<file path="src/hw/rtl/cia_pkg.sv">
`default_nettype none
package cia_pkg;

   localparam int DIV_STEPS = 64;

   localparam logic [1:0] FUNC_ADD = 2'd0;
   localparam logic [1:0] FUNC_MUL = 2'd1;
   localparam logic [1:0] FUNC_DIV = 2'd2;
   localparam logic [1:0] FUNC_NONE = 2'd3;

   localparam logic [1:0] WIDTH_8 = 2'd0;
   localparam logic [1:0] WIDTH_16 = 2'd1;
   localparam logic [1:0] WIDTH_32 = 2'd2;
   localparam logic [1:0] WIDTH_64 = 2'd3;

   localparam logic [2:0] ERR_OK = 3'd0;
   localparam logic [2:0] ERR_ADD_OVF = 3'd1;
   localparam logic [2:0] ERR_MUL_OVF = 3'd2;
   localparam logic [2:0] ERR_DIV_ZERO = 3'd3;
   localparam logic [2:0] ERR_DIV_OVF = 3'd4;

   typedef struct packed {
      logic        valid;
      logic [1:0]  func;
      logic [1:0]  wsel;
      logic        sgn;
      logic [63:0] a;
      logic [63:0] b;
      logic [63:0] divisor;
      logic [63:0] rem;
      logic [63:0] quo;
      logic [63:0] mhi;
      logic [63:0] mlo;
   } stage_type;

   function automatic logic [63:0] ext_value(input logic [63:0] x, input logic [1:0] wsel,
                                             input logic sgn);
      logic [63:0] r;
      unique case (wsel)
         WIDTH_8:  r = sgn ? {{56{x[7]}}, x[7:0]} : {56'b0, x[7:0]};
         WIDTH_16: r = sgn ? {{48{x[15]}}, x[15:0]} : {48'b0, x[15:0]};
         WIDTH_32: r = sgn ? {{32{x[31]}}, x[31:0]} : {32'b0, x[31:0]};
         default:  r = x;
      endcase
      return r;
   endfunction

   function automatic logic [63:0] width_mask(input logic [1:0] wsel);
      logic [63:0] r;
      unique case (wsel)
         WIDTH_8:  r = 64'h0000_0000_0000_00ff;
         WIDTH_16: r = 64'h0000_0000_0000_ffff;
         WIDTH_32: r = 64'h0000_0000_ffff_ffff;
         default:  r = 64'hffff_ffff_ffff_ffff;
      endcase
      return r;
   endfunction

   function automatic logic [63:0] sign_bit(input logic [1:0] wsel);
      logic [63:0] r;
      unique case (wsel)
         WIDTH_8:  r = 64'h0000_0000_0000_0080;
         WIDTH_16: r = 64'h0000_0000_0000_8000;
         WIDTH_32: r = 64'h0000_0000_8000_0000;
         default:  r = 64'h8000_0000_0000_0000;
      endcase
      return r;
   endfunction

endpackage
`default_nettype wire

</file>
<file path="src/hw/rtl/cia_prep.sv">
`default_nettype none
module cia_prep (
   input  wire logic                clock,
   input  wire logic                reset,
   input  wire logic                en,
   input  wire logic                in_valid,
   input  wire logic [1:0]          func,
   input  wire logic [1:0]          width_sel,
   input  wire logic                is_signed,
   input  wire logic [63:0]         left_operand,
   input  wire logic [63:0]         right_operand,
   output cia_pkg::stage_type       st_ff
);
   cia_pkg::stage_type st_in;
   logic [63:0]        a_ext;
   logic [63:0]        b_ext;

   always_comb begin
      a_ext = cia_pkg::ext_value(left_operand, width_sel, is_signed);
      b_ext = cia_pkg::ext_value(right_operand, width_sel, is_signed);
      st_in.valid = in_valid;
      st_in.func = func;
      st_in.wsel = width_sel;
      st_in.sgn = is_signed;
      st_in.a = a_ext;
      st_in.b = b_ext;
      st_in.quo = (is_signed && a_ext[63]) ? (64'd0 - a_ext) : a_ext;
      st_in.divisor = (is_signed && b_ext[63]) ? (64'd0 - b_ext) : b_ext;
      st_in.rem = 64'd0;
      st_in.mhi = 64'd0;
      st_in.mlo = 64'd0;
   end

   always_ff @(posedge clock) begin
      if (reset) begin
         st_ff.valid <= 1'b0;
      end else if (en) begin
         st_ff <= st_in;
      end
   end
endmodule
`default_nettype wire

</file>
<file path="config.mk">
export PLATFORM = sky130hd
export DESIGN_NAME = cia_prep
export DESIGN_NICKNAME = d
export VERILOG_FILES = /design/src/hw/rtl/cia_pkg.sv /design/src/hw/rtl/cia_prep.sv
export SDC_FILE = /design/constraint.sdc
export NUM_CORES = 1
export LEC_CHECK = 0
export BUFFER_PORTS_ARGS = -buffer_cell sky130_fd_sc_hd__buf_4
export CAP_MARGIN = 25
export CORE_AREA = 5 5 227 229
export CTS_CLUSTER_DIAMETER = 120
export DETAILED_ROUTE_END_ITERATION = 6
export DIE_AREA = 0 0 232 234
export SYNTH_ARGS = -nofsm -noshare
export SYNTH_HDL_FRONTEND = slang
export SYNTH_SLANG_ARGS = --single-unit
</file>
<file path="constraint.sdc">
create_clock -name clock -period 16.8 [get_ports clock]
set_clock_uncertainty 0.2 [all_clocks]
set_input_delay 2.52 -clock clock [delete_from_list [all_inputs] [get_ports clock]]
set_output_delay 2.52 -clock clock [all_outputs]
set_load 0.01 [all_outputs]
</file>
-- After elaboration in Yosys (flattened, before gate mapping)
Cells that the tools add are included.
- bits in writable memories: 0
- word-level logic and storage cells: 27
- memory bits (read-only): 0
- latch bits: 0
- memories kept: 0
- bits in registers: 262
- $lt $le $gt $ge: 0
- multipliers: 0
- shift-type cells: 0
- divide/modulo/power cells: 0
- equal/unequal tests: 2
- $add $sub $neg: 2
- multiplexer cells: 10
- bitwise logic cells: 1
- reduce and logical (&&, ||, !) cells: 4
- operators by type and width (operator ; number):
    $mux 64 ; 8
    $pmux 64 s3 ; 2
    $sub 1x64->64 const A ; 2
    $eq 2x1->1 const B ; 1
    $eq 2x2->1 const B ; 1
    $logic_and 1x1->1 ; 2
    $logic_not 2->1 ; 1
    $reduce_and 2->1 ; 1
    $not 1->1 ; 1

-- Logic depth before layout (Yosys ltp)
- depth in word-level cells: 4
- mapped depth: 10
- gate-level depth less buffers: 8

-- Worst setup path after synthesis
Ideal clock, no wire load.
- path type: in2reg
- from: input port reset
- to: register st_ff[129] (netlist name), enable pin
- stages: 1
- data arrival time: 13.971 ns
- required time: 15.681 ns
- setup slack: 1.710 ns
- cell sequence: nor2b_1
- word-level cells in the longest chain between the ends: 2
- RTL lines (what ; line ; text):
    start: declaration ; cia_prep.sv:4 ; input wire logic reset,
    $not 1->1 (no line) ; -- ;
    $reduce_and 2->1 (no line) ; -- ;
    end signal: assignment ; cia_prep.sv:38 ; st_ff <= st_in;
    end: declaration ; cia_prep.sv:12 ; output cia_pkg::stage_type st_ff
No other way between the ends.
A chain may end at the register's enable or synchronous reset.

==> reports/metrics.cfg <==
[run_status]
outcome = finished clean

[drt]
vias = 11430
drtAntennaViolNets = 0
viasPerCell = 4.696
drcViolationCount = 0
wire_per_inst_um = 20.13
drt_pass1_iterations = 5
first_iter_violations = 921
wl_um = 48970

[worst_setup_path]
start_kind = primary input
crit_type = in2reg
crit_path_cell_trace = buf_4 -> buf_4 -> and2_4 -> buf_4 -> nand2_1 -> and3b_1 -> a2111oi_0 -> a31oi_1 -> nand3_1
end_kind = flop
cp_slowest_stage_delay_ns = 0.56
critPathArrivalTime_ns = 5.74
crit_required_ns = 17.02
cp.depth = 9
cpMostUsedCell = buf_4
cp_slowest_cell = and2_4
r2r_cells = 2
cp.buffers_inverters = 3
rrSetupSlack_ns = 16.02
critPathTopFamily = buffers and inverters
worstPathMaxFanout = 58

[synthesis]
yosysWarnings = 0
syn_inst = 1361
netlist_area_mm2 = 0.01444
yosysSeqAreaShare = 0.5400
syn_area_per_cell_um2 = 10.61
async_flop_share = 0
synth_seq_cells = 260
synth_edf_count = 259
synth_flop_cell = edfxtp_1
synth_cell_type_count = 72

[timing]
max_freq_ghz = 0.1814
fin_crit_ns = 5.513
setup_viol = 0
fin_crit_sh = 0.3281
drv_slew = 0
rsz0062_at_grt = no
final-hold-violation-count = 0
fin_setup_tns_ns = 0
tightest_slew_ns = 1.043
relSlewSlack = 0.3020

[worst_hold_path]
hold_path_class = reg2reg
hold_path_depth = 2

[floorplanning]
core_mm2 = 0.04945
floorplan.initialDensity = 0.2920
rows = 82
die_w_um = 232
die_h_um = 234
die-area_mm2 = 0.05429
io_pins = 591

[grt]
grt_first_pass_wirelength_um = 68810
grt_pass1_vias = 11030
grt_max_degree = 150
grtUsageTotal = 0.1645
antenna_found_initial = 2
grt_overflow_total = 0

[clocking]
path_clk_slew_ns = 0.06
cts_resized = 0
cts_buffers = 31
htreeDepth = 1
cts_setup_buffers = 0
cts_sinks = 260
clock_path_buffers = 3
ctsHoldBuffers = 0
clk_latency_ns = 0.56
cts_tree = yes
root_buffer = clkbuf_16

[place]
place_hpwl_um = 37320
dpl_cell_area_mm2 = 0.01732
routabilityCongestion = 0.8609
io_buffer_count = 398

[flow_run]
drv_cap = 0

[cells_and_area]
top_register = st_ff
area_delta_synth_final_pct = 26.61
drive_above_1_share = 0.2784
ff_latch_area_mm2 = 0.007797
multi_input_area_mm2 = 0.005559
n_fill_cell = 4960
reg.largest.list = st_ff (260)
largest_register_ffs = 260
final_area_mm2 = 0.01828
nets = 1876

[power]
p_per_area_mw_per_mm2 = 96.20
p_leak_nw = 7.563
peakVddDrop_v = 0.00007007

## kinds of logic after synthesis
logic type | Yosys count | share of synthesized area
compound gates | 216 | 0.09896
xor+xnor | 108 | 0.06551
fa+ha+maj | 2 | 0.001733
buf+inv | 268 | 0.1267
flops | 260 | 0.5400
mux | 8 | 0.006586
other cells | 1 | 0.0002597
simple gates | 498 | 0.1602
## cell type report
class	count	area share
clock inverters	20	0.007392
repair buffers	411	0.1706
diodes	1	0.0001369
inverters	9	0.001848
flip-flops and latches	260	0.4265
multi-input cells	1024	0.3041
clock buffers	36	0.04346
well taps	672	0.04599
## synthesized netlist by cell type (7+ instances only)
library cell,number,share of area
a31oi_1,18,0.0078
edfxtp_1,259,0.54
o21ai_0,45,0.016
nand2_1,269,0.070
clkbuf_1,41,0.011
a21oi_1,60,0.021
o41ai_1,10,0.0061
and2_1,7,0.0030
xnor2_1,48,0.029
nor2_1,61,0.016
nand4_1,8,0.0035
or4_1,20,0.010
xor2_1,60,0.036
o31ai_1,33,0.017
nor3_1,23,0.0080
inv_1,9,0.0023
nand3_1,22,0.0076
or2_2,15,0.0065
o211ai_1,7,0.0036
buf_4,195,0.10
buf_1,10,0.0026
or3_1,22,0.0095
nor4_1,19,0.0082
## cells in the final DEF, fill, tap and decap left out, types with 3 or more instances in the layout
master and count:
o31ai_1 33, nand2b_1 5, nand4_1 8, a31oi_1 18, a21oi_1 59, o211ai_1 7, nand3_1 22, clkbuf_16 31
nor2_1 61, or4_1 20, xnor2_1 48, mux2i_1 5, nand2_1 268, o21ai_0 45, a21o_1 3, clkinv_4 4
o31a_1 3, or2_2 15, nor4_1 19, a211o_1 3, nor2b_1 4, clkinv_1 9, a22o_1 4, conb_1 192
o41ai_1 10, clkinv_2 4, o21a_1 3, and3_1 5, nor3_1 23, xor2_1 60, clkbuf_1 5, inv_1 9
and2_1 6, edfxtp_1 259, buf_4 409, or3_1 22
## path summary, 6_finish.rpt
kind                                           endpoint                     from
worst max-delay path               st_ff[174]$_DFFE_PP_             width_sel[1]
worst min-delay path            st_ff[453]$_SDFFE_PP0P_  st_ff[453]$_SDFFE_PP0P_
worst max register to register  st_ff[453]$_SDFFE_PP0P_  st_ff[453]$_SDFFE_PP0P_
worst min register to register  st_ff[453]$_SDFFE_PP0P_  st_ff[453]$_SDFFE_PP0P_
## layer usage
metal  GRT usage  share of wire  vias up
met4     0.06112          0.037        2
li1            -              -     5253
met1      0.2059           0.40     5480
met5           0        0.00027        -
met2      0.2807           0.49      586
met3     0.03596          0.079      104
## worst register-to-register path, delay by kind of cell (launching register included)
family	cells	cell delay, ns
AND/OR/NAND/NOR	1	0.05
flip-flops	1	0.31
multiplexers	1	0.12
## through the flow
| step | hold WS [ns] | worst slack (ns) | power, mW | util | cells |
|---|---|---|---|---|---|
| 2_1_floorplan | 0.3279 | 1.710 | 1.023 | - | 1552 |
| 3_3_place_gp | 0.2796 | 10.81 | 1.145 | 0.3503 | 2375 |
| 3_5_place_dp | 0.2901 | 10.74 | 1.148 | 0.3503 | 2375 |
| 4_1_cts | 0.3057 | 11.36 | 1.781 | 0.3691 | 2431 |
| 5_1_grt | 0.3466 | 11.18 | 1.837 | 0.3697 | 2433 |
| 6_report | 0.2965 | 11.29 | 1.759 | 0.3697 | 2433 |
## report_power, final
part	internal, mW	leakage [nW]	switching [mW]
sequential	0.786	2.35	0.0183
clock	0.352	0.453	0.272
combinational	0.131	4.76	0.199
No activity file was read; power rests on OpenSTA's default activity.
