## config.mk

```make
export PLATFORM = sky130hd
export DESIGN_NAME = cia_finish
export DESIGN_NICKNAME = d
export VERILOG_FILES = /design/src/hw/rtl/cia_pkg.sv /design/src/hw/rtl/cia_finish.sv
export SDC_FILE = /design/constraint.sdc
export NUM_CORES = 1
export LEC_CHECK = 0
export ABC_AREA = 1
export BUFFER_PORTS_ARGS = -buffer_cell sky130_fd_sc_hd__buf_2
export CELL_PAD_IN_SITES_DETAIL_PLACEMENT = 1
export CELL_PAD_IN_SITES_GLOBAL_PLACEMENT = 1
export CORE_ASPECT_RATIO = 0.5
export CORE_MARGIN = 2
export CORE_UTILIZATION = 32
export DETAILED_ROUTE_END_ITERATION = 7
export PLACE_DENSITY_LB_ADDON = 0.15
export SLEW_MARGIN = 20
export SYNTH_ARGS = -nofsm -noshare
export SYNTH_HDL_FRONTEND = slang
export SYNTH_SLANG_ARGS = --single-unit
export TNS_END_PERCENT = 50
```

## constraint.sdc

```tcl
create_clock -name clock -period 3.7 [get_ports clock]
set_input_delay 0.555 -clock clock [delete_from_list [all_inputs] [get_ports clock]]
set_output_delay 0.555 -clock clock [all_outputs]
set_load 0.02 [all_outputs]
```

## src/hw/rtl/cia_pkg.sv

```systemverilog
`default_nettype none
package cia_pkg;

   localparam int DIV_STEPS = 64;

   localparam logic [1:0] FUNC_ADD = 2'd0;
   localparam logic [1:0] FUNC_MUL = 2'd1;
   localparam logic [1:0] FUNC_DIV = 2'd2;
   localparam logic [1:0] FUNC_NONE = 2'd3;

   localparam logic [1:0] WIDTH_8 = 2'd0;
   localparam logic [1:0] WIDTH_16 = 2'd1;
   localparam logic [1:0] WIDTH_32 = 2'd2;
   localparam logic [1:0] WIDTH_64 = 2'd3;

   localparam logic [2:0] ERR_OK = 3'd0;
   localparam logic [2:0] ERR_ADD_OVF = 3'd1;
   localparam logic [2:0] ERR_MUL_OVF = 3'd2;
   localparam logic [2:0] ERR_DIV_ZERO = 3'd3;
   localparam logic [2:0] ERR_DIV_OVF = 3'd4;

   typedef struct packed {
      logic        valid;
      logic [1:0]  func;
      logic [1:0]  wsel;
      logic        sgn;
      logic [63:0] a;
      logic [63:0] b;
      logic [63:0] divisor;
      logic [63:0] rem;
      logic [63:0] quo;
      logic [63:0] mhi;
      logic [63:0] mlo;
   } stage_type;

   function automatic logic [63:0] ext_value(input logic [63:0] x, input logic [1:0] wsel,
                                             input logic sgn);
      logic [63:0] r;
      unique case (wsel)
         WIDTH_8:  r = sgn ? {{56{x[7]}}, x[7:0]} : {56'b0, x[7:0]};
         WIDTH_16: r = sgn ? {{48{x[15]}}, x[15:0]} : {48'b0, x[15:0]};
         WIDTH_32: r = sgn ? {{32{x[31]}}, x[31:0]} : {32'b0, x[31:0]};
         default:  r = x;
      endcase
      return r;
   endfunction

   function automatic logic [63:0] width_mask(input logic [1:0] wsel);
      logic [63:0] r;
      unique case (wsel)
         WIDTH_8:  r = 64'h0000_0000_0000_00ff;
         WIDTH_16: r = 64'h0000_0000_0000_ffff;
         WIDTH_32: r = 64'h0000_0000_ffff_ffff;
         default:  r = 64'hffff_ffff_ffff_ffff;
      endcase
      return r;
   endfunction

   function automatic logic [63:0] sign_bit(input logic [1:0] wsel);
      logic [63:0] r;
      unique case (wsel)
         WIDTH_8:  r = 64'h0000_0000_0000_0080;
         WIDTH_16: r = 64'h0000_0000_0000_8000;
         WIDTH_32: r = 64'h0000_0000_8000_0000;
         default:  r = 64'h8000_0000_0000_0000;
      endcase
      return r;
   endfunction

endpackage
`default_nettype wire

```

## src/hw/rtl/cia_finish.sv

```systemverilog
`default_nettype none
module cia_finish (
   input  wire logic                clock,
   input  wire logic                reset,
   input  wire logic                en,
   input  wire cia_pkg::stage_type  st_in,
   output logic                     valid_ff,
   output logic [63:0]              value_ff,
   output logic [2:0]               error_ff
);
   logic [63:0] mask, sb, minv, sum, prod, quot;
   logic        diff_sign, mul_neg, add_ovf, mul_ovf;
   logic [63:0] value_in;
   logic [2:0]  error_in;

   always_comb begin
      mask = cia_pkg::width_mask(st_in.wsel);
      sb = cia_pkg::sign_bit(st_in.wsel);
      minv = cia_pkg::ext_value(sb, st_in.wsel, 1'b1);
      diff_sign = st_in.sgn && (st_in.a[63] ^ st_in.b[63]);
      sum = (st_in.a + st_in.b) & mask;
      if (st_in.sgn) begin
         add_ovf = (((st_in.a ^ sum) & (st_in.b ^ sum) & sb) != 64'd0);
      end else begin
         add_ovf = sum < (st_in.a & mask);
      end
      prod = diff_sign ? (64'd0 - st_in.mlo) : st_in.mlo;
      mul_neg = diff_sign && (st_in.a != 64'd0) && (st_in.b != 64'd0);
      if (st_in.sgn) begin
         mul_ovf = (st_in.mhi != 64'd0) || (mul_neg ? (st_in.mlo > sb) : (st_in.mlo >= sb));
      end else begin
         mul_ovf = (st_in.mhi != 64'd0) || ((st_in.mlo & ~mask) != 64'd0);
      end
      quot = diff_sign ? (64'd0 - st_in.quo) : st_in.quo;
      value_in = 64'd0;
      error_in = cia_pkg::ERR_OK;
      unique case (st_in.func)
         cia_pkg::FUNC_ADD: begin
            value_in = cia_pkg::ext_value(sum, st_in.wsel, st_in.sgn);
            error_in = add_ovf ? cia_pkg::ERR_ADD_OVF : cia_pkg::ERR_OK;
         end
         cia_pkg::FUNC_MUL: begin
            value_in = cia_pkg::ext_value(prod, st_in.wsel, st_in.sgn);
            error_in = mul_ovf ? cia_pkg::ERR_MUL_OVF : cia_pkg::ERR_OK;
         end
         cia_pkg::FUNC_DIV: begin
            priority if ((st_in.b & mask) == 64'd0) begin
               error_in = cia_pkg::ERR_DIV_ZERO;
            end else if (st_in.sgn && st_in.a == minv && st_in.b == 64'hffff_ffff_ffff_ffff)
            begin
               error_in = cia_pkg::ERR_DIV_OVF;
               value_in = minv;
            end else begin
               value_in = cia_pkg::ext_value(quot, st_in.wsel, st_in.sgn);
            end
         end
         default: begin
            value_in = 64'd0;
            error_in = cia_pkg::ERR_OK;
         end
      endcase
   end

   always_ff @(posedge clock) begin
      if (reset) begin
         valid_ff <= 1'b0;
      end else if (en) begin
         valid_ff <= st_in.valid;
         value_ff <= value_in;
         error_ff <= error_in;
      end
   end
endmodule
`default_nettype wire

```

## After elaboration in Yosys (flattened, before gate mapping)

Index checks and enable logic that the tools add are counted.

- Bits in registers: 68
- Input port bits: 457
- Output and inout port bits: 68
- Word-level logic and storage cells: 70

- Add/sub/neg operators: 3
- $lt $le $gt $ge: 3
- Eq/ne operators: 6
- Mux-type cells: 28
- Bitwise operators: 11
- Reduce and logical (&&, ||, !) cells: 16

Operator list:

| cell | number |
|---|---|
| case mux 64 bit (3 select lines) | 7 |
| two-way mux 64 bit | 13 |
| AND 64 bit | 6 |
| nonzero test 64 bit | 5 |
| subtractor 1 x 64 -> 64 bit, first input constant | 2 |
| bitwise XOR 64 bit | 2 |
| adder 64 bit | 1 |
| == test 64 bit | 1 |
| == test 64 bit, second input constant | 1 |
| >= comparator 64 bit | 1 |
| > comparator 64 bit | 1 |
| zero test 64 bit | 1 |
| less-than comparator 64 bit | 1 |
| inverter 64 bit | 1 |
| case mux 3 bit (3 select lines) | 1 |
| two-way mux 3 bit | 2 |
| logical AND 1 bit | 5 |
| == test 2 x 1 -> 1 bit, second input constant | 2 |
| == test 2 bit, second input constant | 2 |
| zero test 2 bit | 2 |
| two-way mux 1 bit | 4 |
| logical OR 1 bit | 2 |
| two-way mux 2 bit | 1 |
| AND reduction 2 bit | 1 |
| 2 further kinds | 2 |

## Depth between registers and ports, before layout

- Depth in word-level cells: 10
- Gate-level depth with buffers: 31
- Mapped depth without buffers: 31

## Worst setup path after synthesis

OpenSTA, ideal clock, no wires.

- Path type: input to register
- Start point: in en
- End point: reg error_ff[0] (enable)
- Library setup time: 0.494 ns
- Arrival time: 3.424 ns
- Setup slack: -0.218 ns
- Cell stages on the path: 2
- Path buffers: 0
- Path through: inv_1 nor2_1

- Cells in the longest elaborated chain, start to end: 1

RTL lines:

| item | line | source |
|---|---|---|
| from (decl) | cia_finish.sv:5 | `input wire logic en,` |
| AND reduction 2 bit (no source line) | -- |  |
| to (signal assigned) | cia_finish.sv:70 | `error_ff <= error_in;` |
| to (decl) | cia_finish.sv:9 | `output logic [2:0] error_ff` |

Every way passes these cells.
A chain may end at the register's enable or synchronous reset.

## Worst setup path in the final report

- Start point: in st_in[327] (netlist name)
- End point: reg error_ff[0] (data pin)

- Cells in the longest elaborated chain, start to end: 9
- Elaborated cells on any way between the ends: 14

RTL lines:

| item | line | source |
|---|---|---|
| from (decl) | cia_finish.sv:6 | `input wire cia_pkg::stage_type st_in,` |
| branches (longest 8 deep; another with adder 64 bit) | -- |  |
| case mux 3 bit (3 select lines) (*) | cia_finish.sv:37 | `unique case (st_in.func)` |
| named net error_in[0] | cia_finish.sv:14 | `logic [2:0] error_in;` |

Mark *: on every way through the listed nets, which the timed path passes.

==> impl_metrics.tcl <==
set metrics [dict create \
    clk_pin_slew_ps 70 \
    irDropWorstVdd_uv 183.4 \
    clkPwrFrac 0.157 \
    placed_cell_area_um2 23880 \
    reg2reg_setup_slack_ps 3130 \
    hp-start "reset" \
    finish.instance_area_um2 25940 \
    crit_top_cell "nand2_1" \
    cts_buffer_depth 2 \
    crit_path_top_delay_cell "a21oi_1" \
    syn-mean-instance-area_um2 5.453 \
    worst_ep_arrival_time_ps 3920 \
    maxSlewHeadroom 0.4904 \
    rows 59 \
    hold_viol 0 \
    cpPeakStageDelay_ps 350 \
    min_period_ps 3810 \
    ys_warn_count 0 \
    synth-main-ff-cell "edfxtp_1" \
    comb_power_share 0.682 \
    rsz0062_at_grt "yes" \
    viasPerCell 5.478 \
    yosysUniqueCellTypes 60 \
    powerDensity_nw_per_um2 231.7 \
    dr.first_iter.drc_count 2252 \
    gp_congestion 1.073 \
    drt-total-wl_um 110400 \
    io_buffers 396 \
    switchingPower_uw 2872 \
    initial_core_util 0.3266 \
    drive_gt1_frac 0.3336 \
    nets 4658 \
    vias 26130 \
    min_path_cells 2 \
    finalSetupViolCount 1 \
    synthCells 3139 \
    fin_ws_ps -110.2 \
    r2r_end "valid_ff$_SDFFE_PP0P_" \
    path_max_fanout 4 \
    skew_ps 0 \
    timing.critical_path.buf_inv 5 \
    reg2reg_depth 2 \
    synth-seq-cells 68 \
    period_share 1.030 \
    antenna_found_initial 9 \
    cp_top_family "compound AO/OA/AOI/OAI gates" \
    clock_latency_ps 360 \
    cts-buffers-inserted 9 \
    hold_path_end "valid_ff$_SDFFE_PP0P_" \
    grt_use_total 0.3759 \
    postCtsHoldBufs 0 \
    synth_area_um2 17120 \
    hpwl_um 93920 \
    die_y_um 167.5 \
    yosysSeqAreaShare 0.1187 \
    cts.sinks 68 \
    ant_nets 0 \
    synth_nets 3737 \
    synth_area_leaders "nand2_1, edfxtp_1, nor2_1" \
    worstMarginPinSlew_ps 762.7 \
    synth_top_area_cell "nand2_1" \
    ios 525 \
    cts_root_buffer "clkbuf_16" \
    status "finished, violations left" \
    cellLeakagePower_uw 0.01257 \
    grt_pass1_wl_um 156200 \
    drc 0 \
    cp-end-kind "flop" \
    seqPwrFrac 0.161 \
    intPower_uw 3139 \
    die_w_um 331.1 \
    synth_edf_count 67 \
    min_path_type "in2reg" \
    wl_per_cell_um 23.14 \
    clock.fmax_mhz 262.5 \
    final-max-slew-violation-count 0 \
    async_flop_share 0 \
    violations "negative setup slack" \
    required_ps 3810 \
    cap_violations 0 \
    grt_max_degree 65 \
    cts_htree_levels 3 \
    pre_cts_slack_ps -810.7 \
    r2r-start "valid_ff$_SDFFE_PP0P_" \
    critPathLaunchType "primary input" \
    grt_pass1_vias 26210 \
    core_area_um2 52410 \
    syn2layout_area_growth_pct 51.55 \
    switching_share 0.4778 \
    cts_tree "yes" \
    dieArea_um2 55470 \
    drt_pre_antenna_iters 6 \
    synth_top_area_frac 0.1936 \
    crit_type "in2reg" \
    overflow 0 \
]
## kinds of logic after synthesis
group / after synthesis / share of synthesized area
fa+ha+maj: 141 / 0.1035
xor+xnor: 41 / 0.02186
flops: 68 / 0.1187
compound gates: 492 / 0.1610
buf+inv: 464 / 0.1077
simple gates: 1933 / 0.4872
## repair_timing
action                     CTS  global route
setup endpoints to repair    1             1
pin swaps                   26            47
resized for setup          153           212
buffers inserted            17            13
## layout by cell type, fill, tap and decap left out, drive strengths merged, types with 14 or more instances in the layout
| master | count |
|---|---|
| inv | 394 |
| nor4 | 32 |
| nand4 | 91 |
| ha | 140 |
| nor3 | 77 |
| xor2 | 30 |
| o21bai | 20 |
| nand2 | 892 |
| nor2 | 509 |
| nand3 | 286 |
| o21ai | 190 |
| nand3b | 21 |
| edfxtp | 67 |
| o211ai | 14 |
| a21oi | 224 |
| buf | 979 |
## how the worst max path moves through the flow
stage,slack (ps),start,depth (start not counted),to
after floorplan,-160,st_in[320],31,error_ff[0]$_DFFE_PP_
after global placement,-730,st_in[320],32,error_ff[0]$_DFFE_PP_
after detailed placement,-810,st_in[384],32,error_ff[0]$_DFFE_PP_
after CTS,0.1,st_in[320],32,error_ff[0]$_DFFE_PP_
after global routing,-260,st_in[405],28,error_ff[0]$_DFFE_PP_
final,-110,st_in[327],25,error_ff[0]$_DFFE_PP_
## power by group through the flow
stage	registers [uW]	clock network, uW	logic (uW)
detailed placement	980	0	3570
global placement	979	0	3490
finish	965	946	4100
floorplan	1050	0	1510
CTS	965	940	3760
global route	968	963	4370
## synthesized netlist by cell type, drive strengths merged, types with 14 or more instances
master and number:
buf 38, nor2 509, nor3 77, edfxtp 67
o211ai 14, inv 394, nor4 32, nand3 286
a21oi 224, nand4 91, ha 140, nand2 892
o21ai 190, clkbuf 32, xor2 30, nand3b 21
o21bai 20
## worst register-to-register path, cell delays in order (launching register included)
cell     delay, ps
dfxtp_1        340
nand2_1         60
a21oi_1        110
## state kept, by name (all words and copies together), names as in the netlist
register and count:
value_ff 64, valid_ff 1, error_ff 3
## per-stage QoR
step	utilization	hold slack (ps)	setup TNS [ps]	cells	total power, uW
final	0.4950	393.5	-110.2	4770	6011
after global routing	0.4950	392.3	-255.9	4770	6299
after CTS	0.4760	389.5	0	4753	5661
after detailed placement	0.4556	455.3	-812.4	4720	4548
after global placement	0.4556	444.8	-728.1	4720	4465
after floorplan	-	529.7	-159.7	3139	2566
## final cells by class
cell class | instances | area [um2]
Fill cell | 7352 | 26470
Multi-Input combinational cell | 2607 | 14750
Timing Repair Buffer | 980 | 6484
Sequential cell | 68 | 2032
Inverter | 394 | 1486
Tap cell | 701 | 877.1
Clock buffer | 11 | 242.7
Clock inverter | 5 | 62.56
Antenna cell | 4 | 10.01
## per-layer routing
metal / track usage / share of wire / vias to the layer above
met5: 0 / 0.00021 / -
met2: 0.5956 / 0.44 / 974
met1: 0.5172 / 0.44 / 12730
met4: 0.09969 / 0.028 / 4
met3: 0.07475 / 0.087 / 152
li1: - / - / 12270
Note: power is estimated with default switching activity, not from simulation.
