**src/hw/rtl/cia_pkg.sv**
```systemverilog
`default_nettype none
package cia_pkg;

   localparam int DIV_STEPS = 64;

   localparam logic [1:0] FUNC_ADD = 2'd0;
   localparam logic [1:0] FUNC_MUL = 2'd1;
   localparam logic [1:0] FUNC_DIV = 2'd2;
   localparam logic [1:0] FUNC_NONE = 2'd3;

   localparam logic [1:0] WIDTH_8 = 2'd0;
   localparam logic [1:0] WIDTH_16 = 2'd1;
   localparam logic [1:0] WIDTH_32 = 2'd2;
   localparam logic [1:0] WIDTH_64 = 2'd3;

   localparam logic [2:0] ERR_OK = 3'd0;
   localparam logic [2:0] ERR_ADD_OVF = 3'd1;
   localparam logic [2:0] ERR_MUL_OVF = 3'd2;
   localparam logic [2:0] ERR_DIV_ZERO = 3'd3;
   localparam logic [2:0] ERR_DIV_OVF = 3'd4;

   typedef struct packed {
      logic        valid;
      logic [1:0]  func;
      logic [1:0]  wsel;
      logic        sgn;
      logic [63:0] a;
      logic [63:0] b;
      logic [63:0] divisor;
      logic [63:0] rem;
      logic [63:0] quo;
      logic [63:0] mhi;
      logic [63:0] mlo;
   } stage_type;

   function automatic logic [63:0] ext_value(input logic [63:0] x, input logic [1:0] wsel,
                                             input logic sgn);
      logic [63:0] r;
      unique case (wsel)
         WIDTH_8:  r = sgn ? {{56{x[7]}}, x[7:0]} : {56'b0, x[7:0]};
         WIDTH_16: r = sgn ? {{48{x[15]}}, x[15:0]} : {48'b0, x[15:0]};
         WIDTH_32: r = sgn ? {{32{x[31]}}, x[31:0]} : {32'b0, x[31:0]};
         default:  r = x;
      endcase
      return r;
   endfunction

   function automatic logic [63:0] width_mask(input logic [1:0] wsel);
      logic [63:0] r;
      unique case (wsel)
         WIDTH_8:  r = 64'h0000_0000_0000_00ff;
         WIDTH_16: r = 64'h0000_0000_0000_ffff;
         WIDTH_32: r = 64'h0000_0000_ffff_ffff;
         default:  r = 64'hffff_ffff_ffff_ffff;
      endcase
      return r;
   endfunction

   function automatic logic [63:0] sign_bit(input logic [1:0] wsel);
      logic [63:0] r;
      unique case (wsel)
         WIDTH_8:  r = 64'h0000_0000_0000_0080;
         WIDTH_16: r = 64'h0000_0000_0000_8000;
         WIDTH_32: r = 64'h0000_0000_8000_0000;
         default:  r = 64'h8000_0000_0000_0000;
      endcase
      return r;
   endfunction

endpackage
`default_nettype wire

```
**src/hw/rtl/cia_div_step.sv**
```systemverilog
`default_nettype none
module cia_div_step (
   input  wire logic                clock,
   input  wire logic                reset,
   input  wire logic                en,
   input  wire cia_pkg::stage_type  st_in,
   output cia_pkg::stage_type       st_ff
);
   cia_pkg::stage_type st_next;
   logic [64:0]        trial;
   logic [64:0]        diff;

   always_comb begin
      st_next = st_in;
      trial = {st_in.rem, st_in.quo[63]};
      diff = trial - {1'b0, st_in.divisor};
      if (trial >= {1'b0, st_in.divisor}) begin
         st_next.rem = diff[63:0];
         st_next.quo = {st_in.quo[62:0], 1'b1};
      end else begin
         st_next.rem = trial[63:0];
         st_next.quo = {st_in.quo[62:0], 1'b0};
      end
   end

   always_ff @(posedge clock) begin
      if (reset) begin
         st_ff.valid <= 1'b0;
      end else if (en) begin
         st_ff <= st_next;
      end
   end
endmodule
`default_nettype wire

```
**config.mk**
```make
export PLATFORM = sky130hd
export DESIGN_NAME = cia_div_step
export DESIGN_NICKNAME = d
export VERILOG_FILES = /design/src/hw/rtl/cia_pkg.sv /design/src/hw/rtl/cia_div_step.sv
export SDC_FILE = /design/constraint.sdc
export NUM_CORES = 1
export LEC_CHECK = 0
export ABC_AREA = 1
export BUFFER_PORTS_ARGS = -buffer_cell sky130_fd_sc_hd__buf_2
export CORE_AREA = 2 2 358 360
export CTS_CLUSTER_DIAMETER = 80
export DETAILED_ROUTE_END_ITERATION = 16
export DIE_AREA = 0 0 360 362
export PLACE_DENSITY = 0.34
export RECOVER_POWER = 100
export SETUP_SLACK_MARGIN = 0.3
export SLEW_MARGIN = 10
export SYNTH_ARGS = -nofsm -noshare
export SYNTH_HDL_FRONTEND = slang
export SYNTH_SLANG_ARGS = --single-unit
```
**constraint.sdc**
```tcl
create_clock -name clock -period 24.5 [get_ports clock]
set_input_delay 1.225 -clock clock [delete_from_list [all_inputs] [get_ports clock]]
set_output_delay 1.225 -clock clock [all_outputs]
set_load 0.05 [all_outputs]
```
# [After elaboration in Yosys (flattened, before gate mapping)]
# Cells that the tools add are included.
[word_totals] ff_bits=454 latchBits=0 mem_bits_rw=0 rom_bits=0 inputBits=457 output_inout_bits=454 word_cells=16 memories=0
[op_classes] add_sub_neg=1 mul=0 div_mod_pow=0 order_cmp=1 n_eq_ne=0 shifts=0 mux=1 bitwise_logic=1 reduce_logical=1
[op_table] cell="$mux 128" n=1
[op_table] cell="$ge 65x64->1" n=1
[op_table] cell="$sub 64x64->64" n=1
[op_table] cell="$reduce_and 2->1" n=1
[op_table] cell="$not 1->1" n=1

# [Longest topological paths before layout]
# Gate-level depths: netlist of the first run.
[depth] ltp_word=2 depth_mapped=18 ltp_nobuf=17

# [Least setup slack after synthesis of the first run]
# No wires, ideal clock.
[synth_timing] path_kind="in2reg" startpoint="input port en" endpoint="register st_ff[0] in the netlist's numbering (enable)" setup_ps=1294 t_arrival_ps=20260 t_required_ps=23206 slack_ps=2946 path_stages=2 n_path_buf=0 path_cell_list="inv_1 nor2_1"
[synth_between] elab_chain_cells=1
[synth_rtl] item="start, declared" line="cia_div_step.sv:5" text="input wire logic en,"
[synth_rtl] item="$reduce_and 2->1 (no source line)"
[synth_rtl] item="end signal, assigned" line="cia_div_step.sv:30" text="st_ff <= st_next;"
[synth_rtl] item="end, declared" line="cia_div_step.sv:7" text="output cia_pkg::stage_type st_ff"
# Every way passes these cells.
# A chain may end at the register's enable or synchronous reset.

# [Worst setup path after layout of the first run]
[layout_timing] startpoint="input port en" endpoint="register st_ff[196] in the netlist's numbering (enable)"
# Same word-level chain as after synthesis.

==> load_flow_metrics.sql, run 1 <==
INSERT INTO impl_metrics (metric_group, metric, value, unit) VALUES
('run_status', 'run_status', 'finished with violations', ''),
('run_status', 'violations', 'capacitance limit, slew limit', ''),
('placed_design', 'dpl-instance-area', '27410', 'sq um'),
('cells_and_area', 'registers.top_by_ff_count', 'st_ff', ''),
('clock_network', 'number_of_buffers_inserted_to_repair_setup_after_cts', '0', ''),
('worst_setup_path', 'critical_path_peak_fanout', '70', ''),
('pwr', 'power_switching_share', '0.3475', ''),
('clock_network', 'cts-root-buf', 'sky130_fd_sc_hd__clkbuf_16', ''),
('worst_setup_path', 'timing.reg2reg.worst_path_depth', '2', ''),
('logic_synthesis', 'yosysSeqAreaShare', '0.6543', ''),
('logic_synthesis', 'post_synth_num_cell_types', '35', ''),
('sta', 'final_max_slew_viol_count', '598', ''),
('logic_synthesis', 'count_of_flip_flops_with_a_built_in_enable_after_synthesis', '453', ''),
('clock_network', 'cts_max_path_buffers', '3', ''),
('pwr', 'power.density', '80.53', 'nW/um^2'),
('logic_synthesis', 'synth_largest_area_cell', 'sky130_fd_sc_hd__edfxtp_1', ''),
('hold_path', 'worst_hold_path_endpoint', 'st_ff[453]$_SDFFE_PP0P_', ''),
('logic_synthesis', 'share_of_synthesized_cell_area_in_full_adder_half_adder_and_majority_cells', '0.03942', ''),
('global_route', 'wire_length_of_the_first_global_routing_pass', '165200', 'microns'),
('cells_and_area', 'largest_register_ffs', '454', ''),
('sta', 'tmin_final', '12410', 'ps'),
('placed_design', 'number_of_buffer_cells_added_on_primary_ports', '910', ''),
('pwr', 'pwr-share-clk', '0.364', ''),
('sta', 'maxClockFrequency', '80.55', 'MHz'),
('logic_synthesis', 'synth_compound_gate_area_share', '0.01352', ''),
('die', 'start_util', '0.1643', ''),
('worst_setup_path', 'worst_r2r_endpoint', 'st_ff[453]$_SDFFE_PP0P_', ''),
('worst_setup_path', 'crit-reg2reg-launch', 'st_ff[453]$_SDFFE_PP0P_', ''),
('worst_setup_path', 'timing.critical_path.arrival', '12630', 'ps'),
('logic_synthesis', 'mappedNetlistArea', '20820', 'sq um'),
('pwr', 'seq_power_share', '0.413', ''),
('worst_setup_path', 'end_kind', 'flip-flop', ''),
('detailed_routing', 'drt_pass1_iterations', '4', ''),
('pwr', 'p_total', '2.294', 'mW'),
('sta', 'maxSlewHeadroom', '-4.650', ''),
('die', 'die_area', '130300', 'sq um'),
('logic_synthesis', 'syn_nets', '2547', ''),
('die', 'die_x', '360', 'microns'),
('logic_synthesis', 'yosys_register_bits', '454', ''),
('hold_path', 'hold-path-cell-count', '2', ''),
('sta', 'finalSetupViolations', '0', ''),
('worst_setup_path', 'crit_type', 'input pin to flip-flop', ''),
('clock_network', 'postCtsHoldBufs', '0', ''),
('global_route', 'via_count_of_the_first_global_routing_pass', '18238', ''),
('sta', 'tightestPinTransition', '8474', 'ps'),
('cells_and_area', 'design.final.nets', '3507', ''),
('job', 'maxCapViolations', '9', ''),
('placed_design', 'place.gp.congestion', '0.9039', ''),
('cells_and_area', 'drive_above_1_share', '0.1677', ''),
('logic_synthesis', 'synthesized_area_per_cell', '10.28', 'sq um'),
('sta', 'totalNegativeSetupSlack', '0', 'ps'),
('detailed_routing', 'remaining_drc_errors', '0', ''),
('worst_setup_path', 'cp.required', '24710', 'ps'),
('cells_and_area', 'layout.cell_area.non_filler', '28490', 'sq um'),
('cells_and_area', 'layout.cells.non_filler', '4697', ''),
('die', 'row_count', '131', ''),
('sta', 'fin_worst_hold_slack', '483.8', 'ps'),
('global_route', 'globalRoute.totalOverflow', '0', ''),
('clock_network', 'htree_levels', '2', ''),
('logic_synthesis', 'simple_gate_fraction_of_synth_area', '0.2031', ''),
('detailed_routing', 'first_iter_violations', '1052', ''),
('pwr', 'ir_drop', '53.74', 'uV'),
('placed_design', 'dp_cells', '4585', ''),
('logic_synthesis', 'synth_most_common_cell', 'sky130_fd_sc_hd__nand2_1', ''),
('pwr', 'p_leak', '12.27', 'nW'),
('sta', 'setup_ws', '12090', 'ps'),
('logic_synthesis', 'ys_warn_count', '0', ''),
('die', 'fp.dieH', '362', 'microns'),
('detailed_routing', 'routed-via-count', '17884', ''),
('sta', 'timing.final.crit_share', '0.5067', ''),
('sta', 'finalHoldViolCount', '0', '');
[worst max-delay path: stages]
cell and delay, ps:
sky130_fd_sc_hd__clkbuf_1 100, sky130_fd_sc_hd__inv_1 60, sky130_fd_sc_hd__nor2_1 1360, sky130_fd_sc_hd__clkbuf_1 1640, sky130_fd_sc_hd__clkbuf_1 2910, sky130_fd_sc_hd__clkbuf_1 3080, sky130_fd_sc_hd__clkbuf_1 2070
[cells in the final DEF, fill, tap and decap left out, types with 2 or more instances in the layout]
cell                           n
sky130_fd_sc_hd__ha_1         64
sky130_fd_sc_hd__xor2_1       30
sky130_fd_sc_hd__nor2_1       95
sky130_fd_sc_hd__inv_6         3
sky130_fd_sc_hd__nand3_1     142
sky130_fd_sc_hd__inv_1       370
sky130_fd_sc_hd__clkinv_1     14
sky130_fd_sc_hd__nand3_2       2
sky130_fd_sc_hd__clkinv_2     12
sky130_fd_sc_hd__nand4_1       7
sky130_fd_sc_hd__a21oi_1      46
sky130_fd_sc_hd__nor2_4        5
sky130_fd_sc_hd__clkinvlp_4    2
sky130_fd_sc_hd__diode_2       5
sky130_fd_sc_hd__nor4_1        6
sky130_fd_sc_hd__clkbuf_1    564
sky130_fd_sc_hd__clkbuf_16    60
sky130_fd_sc_hd__bufinv_16     2
sky130_fd_sc_hd__and3_1        3
sky130_fd_sc_hd__nor2_2       17
sky130_fd_sc_hd__nand2_1     688
sky130_fd_sc_hd__edfxtp_1    453
sky130_fd_sc_hd__buf_2       362
sky130_fd_sc_hd__nor3_1       11
sky130_fd_sc_hd__clkinv_4      2
sky130_fd_sc_hd__nand2_2      12
sky130_fd_sc_hd__inv_2        22
sky130_fd_sc_hd__o21ai_0       6
sky130_fd_sc_hd__nand3b_1     15
sky130_fd_sc_hd__and2_1        3
[per-layer routing]
metal	global-route usage	part of all wire	vias to the layer above	routed length [microns]
met3	0.08864	0.11	324	13670
met5	0	0.0028	-	356
met4	0.03996	0.032	54	4148
li1	-	-	8464	-
met1	0.2035	0.37	8261	47300
met2	0.3399	0.49	781	62590
[cells by family (layout without fill, tap and decap cells)]
group / after synthesis / after routing
DFF: 454 / 454
other: 0 / 5
AOI/OAI and AO/OA: 55 / 55
xor gates and xnor gates: 31 / 31
adders and majority gates: 65 / 65
buffers and inverters: 412 / 1417
and+or+nand+nor: 1008 / 1008
[how the worst max path moves through the flow]
stage,start,endpoint,cells past startpoint
2_1_floorplan,en,st_ff[0]$_DFFE_PP_,2
3_3_place_gp,en,st_ff[260]$_DFFE_PP_,7
3_5_place_dp,en,st_ff[262]$_DFFE_PP_,7
4_1_cts,en,st_ff[196]$_DFFE_PP_,7
5_1_grt,en,st_ff[197]$_DFFE_PP_,7
6_report,en,st_ff[196]$_DFFE_PP_,7
[layout make-up]
| cell class | count | area, sq um | area share |
|---|---|---|---|
| Sequential cell | 454 | 13620 | 0.4782 |
| Multi-Input combinational cell | 1159 | 5584 | 0.1960 |
| Timing Repair Buffer | 917 | 3899 | 0.1369 |
| Tap cell | 1662 | 2079 | 0.07300 |
| Clock buffer | 70 | 1539 | 0.05402 |
| Inverter | 393 | 1475 | 0.05178 |
| Clock inverter | 37 | 275.3 | 0.009663 |
| Antenna cell | 5 | 12.51 | 0.0004392 |
[power by group through the flow]
stage / clock, mW / combinational [mW] / sequential, mW
2_1_floorplan: 0 / 0.141 / 1.17
3_3_place_gp: 0 / 0.537 / 0.958
3_5_place_dp: 0 / 0.536 / 0.958
4_1_cts: 0.875 / 0.538 / 0.943
5_1_grt: 0.897 / 0.552 / 0.954
6_report: 0.835 / 0.511 / 0.948
(Power assumes the default switching activity.)
==> inputs of run 2 (changes only) <==
CORE_AREA = 2 2 357 359   (was 2 2 358 360)
DIE_AREA = 0 0 359 361   (was 0 0 360 362)
PLACE_DENSITY = 0.36   (was 0.34)
clock period = 10.2 ns   (was 24.5 ns; I/O delays follow)
==> run 2 against run 1 <==
Net effect:
- the flow still finishes with violations (capacitance limit, slew limit)
- global-route usage is 0.24 points higher
- clock power rose to 2.9 times the previous value
- routed wire length up 0.23%
- total power grew to 2.6 times the previous value
- via count up 8.1%
- utilization is 3.2 points higher
- combinational power grew to 2.6 times the previous value
- first-iteration DRC count is 22% higher
- sequential share of layout area is 5.6 points lower
- die area is 0.55% lower
- largest cell class unchanged
- highest routed layer unchanged
==> load_flow_metrics.sql, run 2 (synthesis gave the netlist of run 1 again) <==
INSERT INTO impl_metrics (metric_group, metric, value, unit) VALUES
('placed_design', 'number_of_buffer_cells_added_on_primary_ports', '910', ''),
('cells_and_area', 'area_growth_syn_to_layout', '54.80', '%'),
('detailed_routing', 'viasPerCell', '3.842', ''),
('global_route', 'grt_usage', '0.1925', ''),
('detailed_routing', 'detail_route.wl_per_cell', '25.50', 'microns'),
('die', 'row_count', '130', ''),
('worst_setup_path', 'crit-reg2reg-launch', 'st_ff[453]$_SDFFE_PP0P_', ''),
('sta', 'finalHoldViolCount', '0', ''),
('sta', 'totalNegativeSetupSlack', '0', 'ps'),
('global_route', 'grt_start_max_net_pins', '142', ''),
('clock_network', 'number_of_buffers_inserted_to_repair_setup_after_cts', '0', ''),
('placed_design', 'dp_worst_setup_slack', '6068', 'ps'),
('worst_setup_path', 'setup.reg_to_reg.worst_slack', '9640', 'ps'),
('die', 'start_util', '0.1660', ''),
('cells_and_area', 'final_common_cell', 'sky130_fd_sc_hd__nand2_1', ''),
('detailed_routing', 'first_iter_violations', '1280', ''),
('worst_setup_path', 'cp.required', '9910', 'ps'),
('global_route', 'number_of_antenna_violations_at_the_first_check_in_global_routing', '108', ''),
('worst_setup_path', 'timing.critical_path.arrival', '5340', 'ps'),
('worst_setup_path', 'end_kind', 'flip-flop', ''),
('detailed_routing', 'antenna_violating_nets_post_route', '0', ''),
('detailed_routing', 'remaining_drc_errors', '0', ''),
('detailed_routing', 'routed-via-count', '19339', ''),
('placed_design', 'place.gp.congestion', '0.8993', ''),
('die', 'die_x', '359', 'microns'),
('clock_network', 'cts_max_path_buffers', '3', ''),
('detailed_routing', 'routed_wirelength', '128400', 'microns'),
('cells_and_area', 'registers.top_by_ff_count', 'st_ff', ''),
('run_status', 'run_status', 'finished with violations', ''),
('pwr', 'ir_drop', '138.2', 'uV'),
('worst_setup_path', 'critical_path_peak_fanout', '67', ''),
('cells_and_area', 'largestRegisters', 'st_ff: 454 flops', ''),
('sta', 'final_max_slew_viol_count', '317', ''),
('sta', 'maxClockFrequency', '177.9', 'MHz'),
('clock_network', 'cts-root-buf', 'sky130_fd_sc_hd__clkbuf_16', ''),
('clock_network', 'cts_num_sinks', '454', ''),
('sta', 'tmin_final', '5622', 'ps'),
('pwr', 'power.density', '186.4', 'nW/um^2'),
('cells_and_area', 'design.final.nets', '3839', ''),
('job', 'maxCapViolations', '5', ''),
('global_route', 'globalRoute.totalOverflow', '0', ''),
('global_route', 'wire_length_of_the_first_global_routing_pass', '170200', 'microns'),
('worst_setup_path', 'crit_type', 'input pin to flip-flop', ''),
('worst_setup_path', 'crit_start', 'st_in[259]', ''),
('die', 'coreArea', '125400', 'sq um'),
('clock_network', 'htree_levels', '2', ''),
('clock_network', 'number_of_buffers_added_by_the_clock_tree_synthesis_step', '61', ''),
('clock_network', 'clk_pin_slew_worst_paths', '60', 'ps'),
('die', 'die_area', '129600', 'sq um'),
('detailed_routing', 'drt_pass1_iterations', '5', ''),
('die', 'fp.dieH', '361', 'microns'),
('worst_setup_path', 'critical_path.startpoint_type', 'input pin', ''),
('cells_and_area', 'most-common-layout-cells', '689 x sky130_fd_sc_hd__nand2_1, 567 x sky130_fd_sc_hd__clkbuf_1, 453 x sky130_fd_sc_hd__edfxtp_1', ''),
('cells_and_area', 'largest_register_ffs', '454', ''),
('worst_setup_path', 'timing.reg2reg.worst_path_depth', '2', ''),
('hold_path', 'hold-path-cell-count', '2', ''),
('sta', 'timing.final.crit_share', '0.5512', ''),
('clock_network', 'clk-insertion-delay-late', '640', 'ps'),
('sta', 'tightestPinTransition', '3986', 'ps'),
('sta', 'setup_ws', '4578', 'ps'),
('die', 'io_pins', '911', ''),
('hold_path', 'hp-class', 'input pin to flip-flop', ''),
('placed_design', 'place_hpwl', '109400', 'microns'),
('clock_network', 'tritoncts', 'done', ''),
('hold_path', 'hold_path.startpoint', 'reset', ''),
('cells_and_area', 'drive_above_1_share', '0.1535', ''),
('cells_and_area', 'layout.cells.non_filler', '5033', ''),
('sta', 'final.setup_skew', '0', 'ps'),
('sta', 'finalSetupViolations', '0', ''),
('sta', 'fin_worst_hold_slack', '44.02', 'ps'),
('global_route', 'via_count_of_the_first_global_routing_pass', '19568', ''),
('run_status', 'violations', 'capacitance limit, slew limit', ''),
('placed_design', 'dp_cells', '4574', ''),
('sta', 'rsz0062_at_grt', 'no', ''),
('sta', 'maxSlewHeadroom', '-1.657', ''),
('pwr', 'p_leak', '13.82', 'nW');
==> run 2: changes by cell type in the layout (fill, tap and decap cells not counted), moves of 5 or more <==
cell | previous run | this run
sky130_fd_sc_hd__dlygate4sd3_1 | 0 | 330
sky130_fd_sc_hd__buf_2 | 362 | 346
sky130_fd_sc_hd__bufinv_16 | 2 | 14
sky130_fd_sc_hd__diode_2 | 5 | 16
sky130_fd_sc_hd__clkinv_1 | 14 | 9
==> run 2: worst paths after layout <==
kind                                  end
hold / removal    st_ff[453]$_SDFFE_PP0P_
setup / recovery     st_ff[128]$_DFFE_PP_
setup reg to reg  st_ff[453]$_SDFFE_PP0P_
hold reg to reg   st_ff[453]$_SDFFE_PP0P_
==> run 2: critical path, stage by stage <==
cell and delay (ps):
sky130_fd_sc_hd__dlygate4sd3_1 530, sky130_fd_sc_hd__clkbuf_1 120, sky130_fd_sc_hd__inv_1 60, sky130_fd_sc_hd__ha_1 350, sky130_fd_sc_hd__nand2_1 150, sky130_fd_sc_hd__inv_1 70, sky130_fd_sc_hd__nand2_1 70, sky130_fd_sc_hd__nand2_1 50
sky130_fd_sc_hd__nand2_1 50, sky130_fd_sc_hd__nand3_1 160, sky130_fd_sc_hd__nand2_1 110, sky130_fd_sc_hd__nand2_1 150, sky130_fd_sc_hd__nand2_1 120, sky130_fd_sc_hd__nand2_1 110, sky130_fd_sc_hd__nand2_4 680, sky130_fd_sc_hd__nand2_1 1870
==> run 2: per-layer routing <==
layer	share of wire	vias to the layer above	GRT usage
met1	0.39	9074	0.2192
met4	0.031	52	0.04302
li1	-	9144	-
met2	0.48	790	0.3331
met3	0.10	279	0.08210
met5	0.0026	-	0
==> run 2: where the power goes <==
part           leakage [nW]  internal (mW)  switching [mW]  total (mW)
Combinational          8.49          0.323            1.02        1.34
Clock                  1.08           1.48           0.917        2.39
Sequential             4.25           2.22          0.0474        2.27
==> run 2: stage by stage <==
step	power, mW	utilization	area (sq um)
after global placement	3.578	0.2185	27400
final	6.007	0.2570	32230
after floorplan	3.112	-	20830
after CTS	6.155	0.2626	32930
after global routing	6.281	0.2568	32200
after detailed placement	3.579	0.2185	27400
==> run 2: cell type report <==
| type | count | area, sq um |
|---|---|---|
| Fill cell | 13888 | 93180 |
| Sequential cell | 454 | 13620 |
| Timing Repair Buffer | 1248 | 7212 |
| Multi-Input combinational cell | 1159 | 5582 |
| Tap cell | 1650 | 2064 |
| Clock buffer | 66 | 1585 |
| Inverter | 393 | 1475 |
| Clock inverter | 47 | 646.9 |
| Antenna cell | 16 | 40.04 |
==> run 2: timing repair <==
item | CTS | global route
hold buffers | 330 | 0
endpoints found under the hold margin | 330 | 0
gates resized for setup | 0 | 0
